==> src/design/mtd_pkg.sv <==
// Package for the Morse text decoder: sizes, op and result codes, queue item type.
// Used by every module of the block but mtd_ram; depends on nothing.
package mtd_pkg;

    localparam int TableEntries = 64;
    localparam int MaxSymbols   = 16;
    localparam int QueueDepth   = 4;

    localparam int CodeW  = 32;
    localparam int CharW  = 8;
    localparam int LenW   = 5;
    localparam int IdxW   = $clog2(TableEntries);
    localparam int UsedW  = $clog2(TableEntries + 1);
    localparam int QPtrW  = $clog2(QueueDepth);
    localparam int QCntW  = $clog2(QueueDepth + 1);

    localparam logic [CharW-1:0] CharSlash   = 8'h2F;
    localparam logic [CharW-1:0] CharDot     = 8'h2E;
    localparam logic [CharW-1:0] CharDash    = 8'h2D;
    localparam logic [CharW-1:0] CharNewline = 8'h0A;
    localparam logic [CharW-1:0] CharSpace   = 8'h20;

    localparam logic [1:0] SymDot  = 2'd1;
    localparam logic [1:0] SymDash = 2'd2;
    localparam logic [1:0] SlashMax = 2'd3;
    localparam logic [1:0] SlashWord = 2'd2;

    typedef enum logic [2:0] {
        KIND_LETTER  = 3'd0,
        KIND_SPACE   = 3'd1,
        KIND_UNKNOWN = 3'd2,
        KIND_INVALID = 3'd3,
        KIND_FULL    = 3'd4
    } t_kind;

    // work handed from the front to the back
    typedef enum logic [2:0] {
        OP_LOOKUP,
        OP_UNKNOWN,
        OP_SPACE,
        OP_INVALID,
        OP_LOAD
    } t_op;

    typedef struct packed {
        t_op                op;
        logic [CodeW-1:0]   code;
        logic [LenW-1:0]    len;
        logic [CharW-1:0]   ch;
    } t_op_item;

    typedef struct packed {
        logic     valid;
        t_op_item item;
    } t_q_port;

endpackage

==> src/design/morse_text_decoder_top.sv <==
// Top level of the Morse text decoder: front, op queue and back.
// Depends on mtd_pkg, mtd_front, mtd_queue, mtd_back (and mtd_ram below it).
//
// Usage:
//  - Input channel (i_valid / o_stall): one item per accept. i_req_type 0 carries
//    one ASCII character of Morse text in i_in_char; 1 loads a table entry from
//    i_entry_code / i_entry_letter.
//  - Output channel (o_valid / i_stall): at most one result item per input item,
//    in input order: letter, word space, unknown sequence (code and length),
//    invalid character, or table full.
//  - Throughput: one item per cycle while o_stall is low. The table compare over all
//    64 keys and the letter RAM read happen in the same back-end cycle, so the back
//    retires one op a cycle unless i_stall holds the result register. An accepted item
//    is written into the queue, then, at the head with the output free, into the result register.
//  - A receiver stall holds the result register; the 4-entry queue keeps taking
//    items until it fills, then o_stall rises.
//  - Reset (synchronous, active low) clears the text state, the queue, the table
//    valid bits and fill count. Letter storage is not cleared; it is only read
//    at entries that a load has written.
module morse_text_decoder_top (
    input  logic                      i_clk,
    input  logic                      i_rst_n,
    input  logic                      i_valid,
    output logic                      o_stall,
    input  logic                      i_req_type,
    input  logic [mtd_pkg::CharW-1:0] i_in_char,
    input  logic [mtd_pkg::CodeW-1:0] i_entry_code,
    input  logic [mtd_pkg::CharW-1:0] i_entry_letter,
    output logic                      o_valid,
    input  logic                      i_stall,
    output logic [2:0]                o_result_kind,
    output logic [mtd_pkg::CharW-1:0] o_out_char,
    output logic [mtd_pkg::CodeW-1:0] o_bad_code,
    output logic [mtd_pkg::LenW-1:0]  o_bad_length
);

    mtd_pkg::t_q_port push;
    mtd_pkg::t_q_port head;
    logic             q_full;
    logic             pop;
    logic             accept;

    // queue full blocks every item, even ones that would push nothing
    assign o_stall = q_full;
    assign accept  = i_valid && !q_full;

    mtd_front u_front (
        .i_clk          (i_clk),
        .i_rst_n        (i_rst_n),
        .i_accept       (accept),
        .i_req_type     (i_req_type),
        .i_in_char      (i_in_char),
        .i_entry_code   (i_entry_code),
        .i_entry_letter (i_entry_letter),
        .o_push         (push)
    );

    mtd_queue u_queue (
        .i_clk   (i_clk),
        .i_rst_n (i_rst_n),
        .i_push  (push),
        .i_pop   (pop),
        .o_head  (head),
        .o_full  (q_full)
    );

    mtd_back u_back (
        .i_clk         (i_clk),
        .i_rst_n       (i_rst_n),
        .i_head        (head),
        .o_pop         (pop),
        .o_valid       (o_valid),
        .i_stall       (i_stall),
        .o_result_kind (o_result_kind),
        .o_out_char    (o_out_char),
        .o_bad_code    (o_bad_code),
        .o_bad_length  (o_bad_length)
    );

endmodule

==> src/design/mtd_ram.sv <==
// Generic single-write, single-read RAM with registered read data.
// Standalone; no package dependency.
module mtd_ram #(
    parameter int WIDTH = 8,
    parameter int DEPTH = 64
) (
    input  logic                     i_clk,
    input  logic                     i_we,
    input  logic [$clog2(DEPTH)-1:0] i_waddr,
    input  logic [WIDTH-1:0]         i_wdata,
    input  logic                     i_re,
    input  logic [$clog2(DEPTH)-1:0] i_raddr,
    output logic [WIDTH-1:0]         o_rdata
);

    logic [WIDTH-1:0] r_mem [DEPTH];
    logic [WIDTH-1:0] r_rdata;

    always_ff @(posedge i_clk) begin
        if (i_we) begin
            r_mem[i_waddr] <= i_wdata;
        end
        if (i_re) begin
            r_rdata <= r_mem[i_raddr];
        end
    end

    assign o_rdata = r_rdata;

endmodule

==> src/design/mtd_front.sv <==
// Front of the decoder: tracks Morse text state and turns each item into a queue op.
// Depends on mtd_pkg.
module mtd_front (
    input  logic                      i_clk,
    input  logic                      i_rst_n,
    input  logic                      i_accept,
    input  logic                      i_req_type,
    input  logic [mtd_pkg::CharW-1:0] i_in_char,
    input  logic [mtd_pkg::CodeW-1:0] i_entry_code,
    input  logic [mtd_pkg::CharW-1:0] i_entry_letter,
    output mtd_pkg::t_q_port          o_push
);

    logic [mtd_pkg::CodeW-1:0] r_code, n_code;
    logic [mtd_pkg::LenW-1:0]  r_count, n_count;
    logic                      r_ovf, n_ovf;
    logic [1:0]                r_slash, n_slash;

    always_ff @(posedge i_clk) begin
        if (!i_rst_n) begin
            r_code  <= '0;
            r_count <= '0;
            r_ovf   <= 1'b0;
            r_slash <= '0;
        end else if (i_accept) begin
            r_code  <= n_code;
            r_count <= n_count;
            r_ovf   <= n_ovf;
            r_slash <= n_slash;
        end
    end

    always_comb begin
        logic is_slash;
        logic is_nl;
        logic is_sym;
        is_slash = (i_in_char == mtd_pkg::CharSlash);
        is_nl    = (i_in_char == mtd_pkg::CharNewline);
        is_sym   = (i_in_char == mtd_pkg::CharDot) || (i_in_char == mtd_pkg::CharDash);

        n_code  = r_code;
        n_count = r_count;
        n_ovf   = r_ovf;
        n_slash = r_slash;

        o_push.valid     = 1'b0;
        o_push.item.op   = mtd_pkg::OP_INVALID;
        o_push.item.code = '0;
        o_push.item.len  = '0;
        o_push.item.ch   = '0;

        if (i_req_type) begin
            o_push.valid     = i_accept;
            o_push.item.op   = mtd_pkg::OP_LOAD;
            o_push.item.code = i_entry_code;
            o_push.item.ch   = i_entry_letter;
        end else begin
            if (is_slash) begin
                n_slash = (r_slash < mtd_pkg::SlashMax) ? r_slash + 2'd1 : mtd_pkg::SlashMax;
            end else begin
                n_slash = '0;
            end

            if (is_sym) begin
                n_code = {r_code[mtd_pkg::CodeW-3:0],
                          (i_in_char == mtd_pkg::CharDot) ? mtd_pkg::SymDot : mtd_pkg::SymDash};
                if (r_count >= mtd_pkg::LenW'(mtd_pkg::MaxSymbols)) begin
                    n_ovf = 1'b1;
                end else begin
                    n_count = r_count + 1'b1;
                end
            end else if ((is_slash || is_nl) && (r_count != '0)) begin
                // flush; overflowed codes skip the table
                o_push.valid     = i_accept;
                o_push.item.op   = r_ovf ? mtd_pkg::OP_UNKNOWN : mtd_pkg::OP_LOOKUP;
                o_push.item.code = r_code;
                o_push.item.len  = r_count;
                n_code  = '0;
                n_count = '0;
                n_ovf   = 1'b0;
            end else if (is_slash && (n_slash == mtd_pkg::SlashWord)) begin
                o_push.valid   = i_accept;
                o_push.item.op = mtd_pkg::OP_SPACE;
            end else if (!is_nl) begin
                o_push.valid   = i_accept;
                o_push.item.op = mtd_pkg::OP_INVALID;
                o_push.item.ch = i_in_char;
            end
        end
    end

endmodule

==> src/design/mtd_queue.sv <==
// Short op queue between front and back.
// Depends on mtd_pkg.
module mtd_queue (
    input  logic             i_clk,
    input  logic             i_rst_n,
    input  mtd_pkg::t_q_port i_push,
    input  logic             i_pop,
    output mtd_pkg::t_q_port o_head,
    output logic             o_full
);

    mtd_pkg::t_op_item               r_mem [mtd_pkg::QueueDepth];
    logic [mtd_pkg::QPtrW-1:0]       r_wr, r_rd;
    logic [mtd_pkg::QCntW-1:0]       r_cnt;
    logic                            do_pop;

    assign do_pop = i_pop && (r_cnt != '0);

    always_ff @(posedge i_clk) begin
        if (!i_rst_n) begin
            r_wr  <= '0;
            r_rd  <= '0;
            r_cnt <= '0;
        end else begin
            if (i_push.valid) begin
                r_wr <= (r_wr == mtd_pkg::QPtrW'(mtd_pkg::QueueDepth - 1)) ? '0 : r_wr + 1'b1;
            end
            if (do_pop) begin
                r_rd <= (r_rd == mtd_pkg::QPtrW'(mtd_pkg::QueueDepth - 1)) ? '0 : r_rd + 1'b1;
            end
            r_cnt <= r_cnt + mtd_pkg::QCntW'(i_push.valid) - mtd_pkg::QCntW'(do_pop);
        end
    end

    always_ff @(posedge i_clk) begin
        if (i_push.valid) begin
            r_mem[r_wr] <= i_push.item;
        end
    end

    assign o_head.valid = (r_cnt != '0);
    assign o_head.item  = r_mem[r_rd];
    assign o_full       = (r_cnt == mtd_pkg::QCntW'(mtd_pkg::QueueDepth));

endmodule

==> src/design/mtd_back.sv <==
// Back of the decoder: table keys with parallel compare, letter RAM, result register.
// Depends on mtd_pkg and mtd_ram.
module mtd_back (
    input  logic                      i_clk,
    input  logic                      i_rst_n,
    input  mtd_pkg::t_q_port          i_head,
    output logic                      o_pop,
    output logic                      o_valid,
    input  logic                      i_stall,
    output logic [2:0]                o_result_kind,
    output logic [mtd_pkg::CharW-1:0] o_out_char,
    output logic [mtd_pkg::CodeW-1:0] o_bad_code,
    output logic [mtd_pkg::LenW-1:0]  o_bad_length
);

    logic [mtd_pkg::CodeW-1:0] r_key [mtd_pkg::TableEntries];
    logic [mtd_pkg::TableEntries-1:0] r_kvalid;
    logic [mtd_pkg::UsedW-1:0] r_used;

    logic                      r_valid, n_valid;
    mtd_pkg::t_kind            r_kind, n_kind;
    logic [mtd_pkg::CharW-1:0] r_char, n_char;
    logic [mtd_pkg::CodeW-1:0] r_code, n_code;
    logic [mtd_pkg::LenW-1:0]  r_len, n_len;

    logic [mtd_pkg::TableEntries-1:0] hit_vec;
    logic                      any_hit;
    logic [mtd_pkg::IdxW-1:0]  hit_idx;
    logic                      advance;
    logic                      ram_we, ram_re;
    logic [mtd_pkg::IdxW-1:0]  ram_waddr;
    logic [mtd_pkg::CharW-1:0] ram_rdata;
    logic                      add_key;
    logic                      room;

    assign advance = !r_valid || !i_stall;
    assign o_pop   = advance && i_head.valid;
    assign room    = (r_used < mtd_pkg::UsedW'(mtd_pkg::TableEntries));

    // keys are unique, so OR-ing the matching indexes gives the hit index
    always_comb begin
        hit_idx = '0;
        for (int i = 0; i < mtd_pkg::TableEntries; i++) begin
            hit_vec[i] = r_kvalid[i] && (r_key[i] == i_head.item.code);
            if (hit_vec[i]) begin
                hit_idx = hit_idx | mtd_pkg::IdxW'(i);
            end
        end
        any_hit = |hit_vec;
    end

    always_comb begin
        n_valid   = r_valid && i_stall;
        n_kind    = r_kind;
        n_char    = r_char;
        n_code    = r_code;
        n_len     = r_len;
        ram_we    = 1'b0;
        ram_re    = 1'b0;
        ram_waddr = hit_idx;
        add_key   = 1'b0;
        if (o_pop) begin
            n_valid = 1'b1;
            n_char  = '0;
            n_code  = '0;
            n_len   = '0;
            unique case (i_head.item.op)
                mtd_pkg::OP_LOOKUP: begin
                    if (any_hit) begin
                        n_kind = mtd_pkg::KIND_LETTER;
                        ram_re = 1'b1;
                    end else begin
                        n_kind = mtd_pkg::KIND_UNKNOWN;
                        n_code = i_head.item.code;
                        n_len  = i_head.item.len;
                    end
                end
                mtd_pkg::OP_UNKNOWN: begin
                    n_kind = mtd_pkg::KIND_UNKNOWN;
                    n_code = i_head.item.code;
                    n_len  = i_head.item.len;
                end
                mtd_pkg::OP_SPACE: begin
                    n_kind = mtd_pkg::KIND_SPACE;
                    n_char = mtd_pkg::CharSpace;
                end
                mtd_pkg::OP_INVALID: begin
                    n_kind = mtd_pkg::KIND_INVALID;
                    n_char = i_head.item.ch;
                end
                mtd_pkg::OP_LOAD: begin
                    n_kind = mtd_pkg::KIND_FULL;
                    if (any_hit) begin
                        n_valid = 1'b0;
                        ram_we  = 1'b1;
                    end else if (room) begin
                        n_valid   = 1'b0;
                        ram_we    = 1'b1;
                        ram_waddr = r_used[mtd_pkg::IdxW-1:0];
                        add_key   = 1'b1;
                    end
                end
                default: begin
                    n_valid = 1'b0;
                end
            endcase
        end
    end

    always_ff @(posedge i_clk) begin
        if (!i_rst_n) begin
            r_valid  <= 1'b0;
            r_kvalid <= '0;
            r_used   <= '0;
        end else begin
            r_valid <= n_valid;
            if (add_key) begin
                r_kvalid[r_used[mtd_pkg::IdxW-1:0]] <= 1'b1;
                r_used <= r_used + 1'b1;
            end
        end
    end

    always_ff @(posedge i_clk) begin
        r_kind <= n_kind;
        r_char <= n_char;
        r_code <= n_code;
        r_len  <= n_len;
        if (add_key) begin
            r_key[r_used[mtd_pkg::IdxW-1:0]] <= i_head.item.code;
        end
    end

    mtd_ram #(
        .WIDTH (mtd_pkg::CharW),
        .DEPTH (mtd_pkg::TableEntries)
    ) u_letters (
        .i_clk   (i_clk),
        .i_we    (ram_we),
        .i_waddr (ram_waddr),
        .i_wdata (i_head.item.ch),
        .i_re    (ram_re),
        .i_raddr (hit_idx),
        .o_rdata (ram_rdata)
    );

    assign o_valid       = r_valid;
    assign o_result_kind = r_kind;
    assign o_out_char    = (r_kind == mtd_pkg::KIND_LETTER) ? ram_rdata : r_char;
    assign o_bad_code    = r_code;
    assign o_bad_length  = r_len;

endmodule
==> config.mk <==
export PLATFORM = sky130hd
export DESIGN_NAME = morse_text_decoder_top
export DESIGN_NICKNAME = d
export VERILOG_FILES = /design/src/design/mtd_pkg.sv /design/src/design/morse_text_decoder_top.sv /design/src/design/mtd_ram.sv /design/src/design/mtd_front.sv /design/src/design/mtd_queue.sv /design/src/design/mtd_back.sv
export SDC_FILE = /design/constraint.sdc
export NUM_CORES = 2
export LEC_CHECK = 0
export BUFFER_PORTS_ARGS = -buffer_cell sky130_fd_sc_hd__buf_4
export CAP_MARGIN = 20
export CORE_ASPECT_RATIO = 1.1
export CORE_MARGIN = 2
export CORE_UTILIZATION = 30
export CTS_CLUSTER_SIZE = 16
export DETAILED_ROUTE_END_ITERATION = 10
export PLACE_DENSITY_LB_ADDON = 0.15
export SYNTH_ARGS = -nofsm -noshare
export SYNTH_HDL_FRONTEND = slang
export SYNTH_HIERARCHICAL = 1
export SYNTH_SLANG_ARGS = --single-unit
==> constraint.sdc <==
create_clock -name i_clk -period 9.9 [get_ports i_clk]
set_clock_uncertainty 0.15 [all_clocks]
set_input_delay 0.495 -clock i_clk [delete_from_list [all_inputs] [get_ports i_clk]]
set_output_delay 0.495 -clock i_clk [all_outputs]
set_load 0.05 [all_outputs]
==> impl_metrics.yaml <==
placed_design:
  hpwl_mm: 258.4
  place.gp.congestion: 0.8545
  io_buffers: 102
synth:
  yosys_warnings: 6
  synth-main-ff-cell: "edfxtp_1"
  ys_seq_area_share_pct: 68.21
  synth.top_cell.area_share_pct: 66.31
  synthArstFlopShare_pct: 0
  synth_seq_cells: 2929
  yosysTopAreaCell: "edfxtp_1"
  netlist_area_sq_um: 127200
  synth-edff-count: 2808
  ys_types: 84
  netlist_top_cells_area: "edfxtp_1, xor2_1, xnor2_1, mux4_2, nor4_1"
  synth_area_per_cell_sq_um: 15.70
  synth_cells: 8099
  synth.net_count: 8162
drt:
  drt_first_iter_violations: 6881
  viasPerCell: 5.093
  vias: 73621
  ant_nets: 0
  totalWireLength_mm: 412.3
  dr.pass1.iters: 5
  avgRoutedWirePerCell_um: 28.52
  drc: 0
die:
  die_w_um: 624.8
  core_area_sq_um: 421700
  die_y_um: 686.8
  ios: 103
  start_util_pct: 30.16
  dieArea_sq_um: 429100
  core.rowCount: 250
sta:
  finalSetupTns_ps: 0
  tightest_slew_ps: 1093
  drv_slew: 0
  finalCriticalPeriod_ps: 8437
  hold_viol_final: 0
  hold_ws_ps: 8.886
  maxSlewHeadroom_pct: 26.99
  max_freq_mhz: 118.5
  rsz0062_at_grt: "false"
  layout_worst_path_cycle_share_pct: 85.23
  setup_viol: 0
clock_tree:
  cts_sinks: 2929
  cts_inserted_buffers: 329
  ctsHtreeMaxLevel: 5
  cts_tree: "yes"
  clock_path_buffers: 4
  cts.clk_slew.worst_paths_ps: 60
  cts_resized: 0
  clock_latency_ps: 970
  cts.root.buffer_cell: "clkbuf_16"
  post-cts-setup-buffers: 0
setup_path:
  end_kind: "flip-flop"
  worstPathArrival_ps: 8980
  critPathKind: "flip-flop to flip-flop"
  critical_path.startpoint_type: "flip-flop"
  required_ps: 10440
  ff2ff_path_depth: 17
  crit_fanout: 53
global_route:
  grt_max_degree: 98
  antenna_found_initial: 24
  globalRouteOverflowTotal: 0
  grt_usage_pct: 18.75
  first_global_vias: 74981
  grt_pass1_wl_mm: 580.9
run:
  drv_cap: 0
power:
  ir_worst_vdd_v: 0.0002312
  power_density_nw_per_um2: 283.6
  p_leak_nw: 45.73
finish:
  drive_gt1_share_pct: 15.13
  final_nets: 8690
  area_growth_syn_to_layout_pct: 16.22
worst_hold_path:
  min_path_type: "input pin to flip-flop"
  min_from: "i_entry_code[3]"
  holdPathStages: 3
run_status:
  outcome: "complete, no violations"
## cells by family (layout without fill, tap and decap cells)
kind of cell / after synthesis / after routing / synth area share (%)
simple gates: 2231 / 2231 / 10.22
mux: 232 / 232 / 3.566
other cells: 0 / 13 / 0
buf+inv: 412 / 1211 / 2.515
fa+ha+maj: 10 / 10 / 0.1043
compound gates: 264 / 264 / 1.442
flops: 2929 / 2929 / 68.21
xor+xnor: 2021 / 2021 / 13.94
## through the flow
step	instances	instance area, sq um	power (mW)	util [%]	setup slack, ps
after floorplan	8099	127200	23.93	-	2947
after global placement	13790	136300	29.84	32.32	1184
after detailed placement	13793	136300	29.79	32.33	1419
after CTS	14440	147700	42.47	35.03	1455
after global routing	14443	147800	43.60	35.04	1047
final	14455	147800	41.92	35.05	1463
## Yosys cell counts, drive strengths merged (8+ instances only)
cell type and n:
edfxtp 2808, nand4b 61, xnor2 869, inv 35, nand2b 65, nand2 305
nor2 137, or3 20, o221ai 8, nand4 449, or2 26, clkbuf 64
mux2 28, nor2b 50, o2111ai 10, o31ai 18, nand3 154, a21oi 18
a22o 35, nor4 565, nor3 176, dfxtp 121, o21ai 97, o22ai 10
mux4 174, or4 45, or3b 14, xor2 1151, and2 15, nor3b 47
nor4b 51, and4 8, and3 25, mux2i 30, buf 313, ha 9
## worst max-delay path: stages (launching register included)
cell and delay [ps]:
dfxtp_4 810, buf_4 450, mux4_4 1010, buf_12 350, xor2_1 270, nor4_1 90, nand4_1 80, or4_1 540
nand4_1 660, nor4_1 1030, buf_4 240, nand3b_1 340, buf_4 510, nand2b_1 500, a211oi_1 420, nor4_1 110
nor3_1 310, o32ai_1 150
## routing by layer
metal	wire length (um)	up-vias	global-route usage [%]	part of all wire (%)
met4	12800	0	5.660	3.1
met3	17880	565	2.165	4.3
met2	195500	2192	30.90	47
met5	0	-	0	0
li1	-	32209	-	-
met1	186100	38655	25.88	45
## worst paths after layout
| path | slack, ps | endpoint |
|---|---|---|
| hold reg to reg | 310 | u_back/r_kvalid[34] |
| hold / removal | 9 | u_queue/r_mem[1][16] |
| setup / recovery | 1460 | u_back/u_letters/o_rdata[4] |
| setup reg to reg | 1460 | u_back/u_letters/o_rdata[4] |
## what timing repair did
action	CTS	global route
setup endpoints to repair	0	0
hold buffers	45	0
endpoints found under the hold margin	109	0
## power breakdown
part	internal [mW]	switching (mW)
sequential	15.4	0.117
clock	7.36	5.19
combinational	3.91	9.99
## cells in the final DEF, fill, tap and decap left out, types with 142 or more instances in the layout
cell type | Yosys | routed
buf_4 | 102 | 459
clkbuf_16 | 0 | 338
edfxtp_1 | 2808 | 2808
mux4_2 | 174 | 142
nand2_1 | 305 | 304
nand3_1 | 154 | 152
nand4_1 | 448 | 448
nor4_1 | 563 | 560
xnor2_1 | 869 | 869
xor2_1 | 1150 | 1150
## area by class of cell
type                    count  area [sq um]
repair buffers            574          5264
flip-flops and latches   2929         86750
clock inverters           165          1891
clock buffers             437          9070
inverters                  35         131.4
multi-input cells        4758         37710
well taps                5544          6937
fillers                 40163        273900
diodes                     13         32.53
## flip-flops by register name (all words and copies together), names as in the netlist, 3 cells and up, named ones only
name                      cells
u_front/r_count               5
u_back/u_letters/o_rdata      8
u_back/r_char                 8
u_back/o_bad_code            32
u_queue/r_mem               192
u_back/r_used                 7
u_queue/r_cnt                 3
u_back/u_letters/r_mem      512
u_front/r_code               32
u_back/o_bad_length           5
u_back/r_kvalid              64
u_back/r_key               2048
u_back/o_result_kind          3
Note: power is estimated with default switching activity, not from simulation.
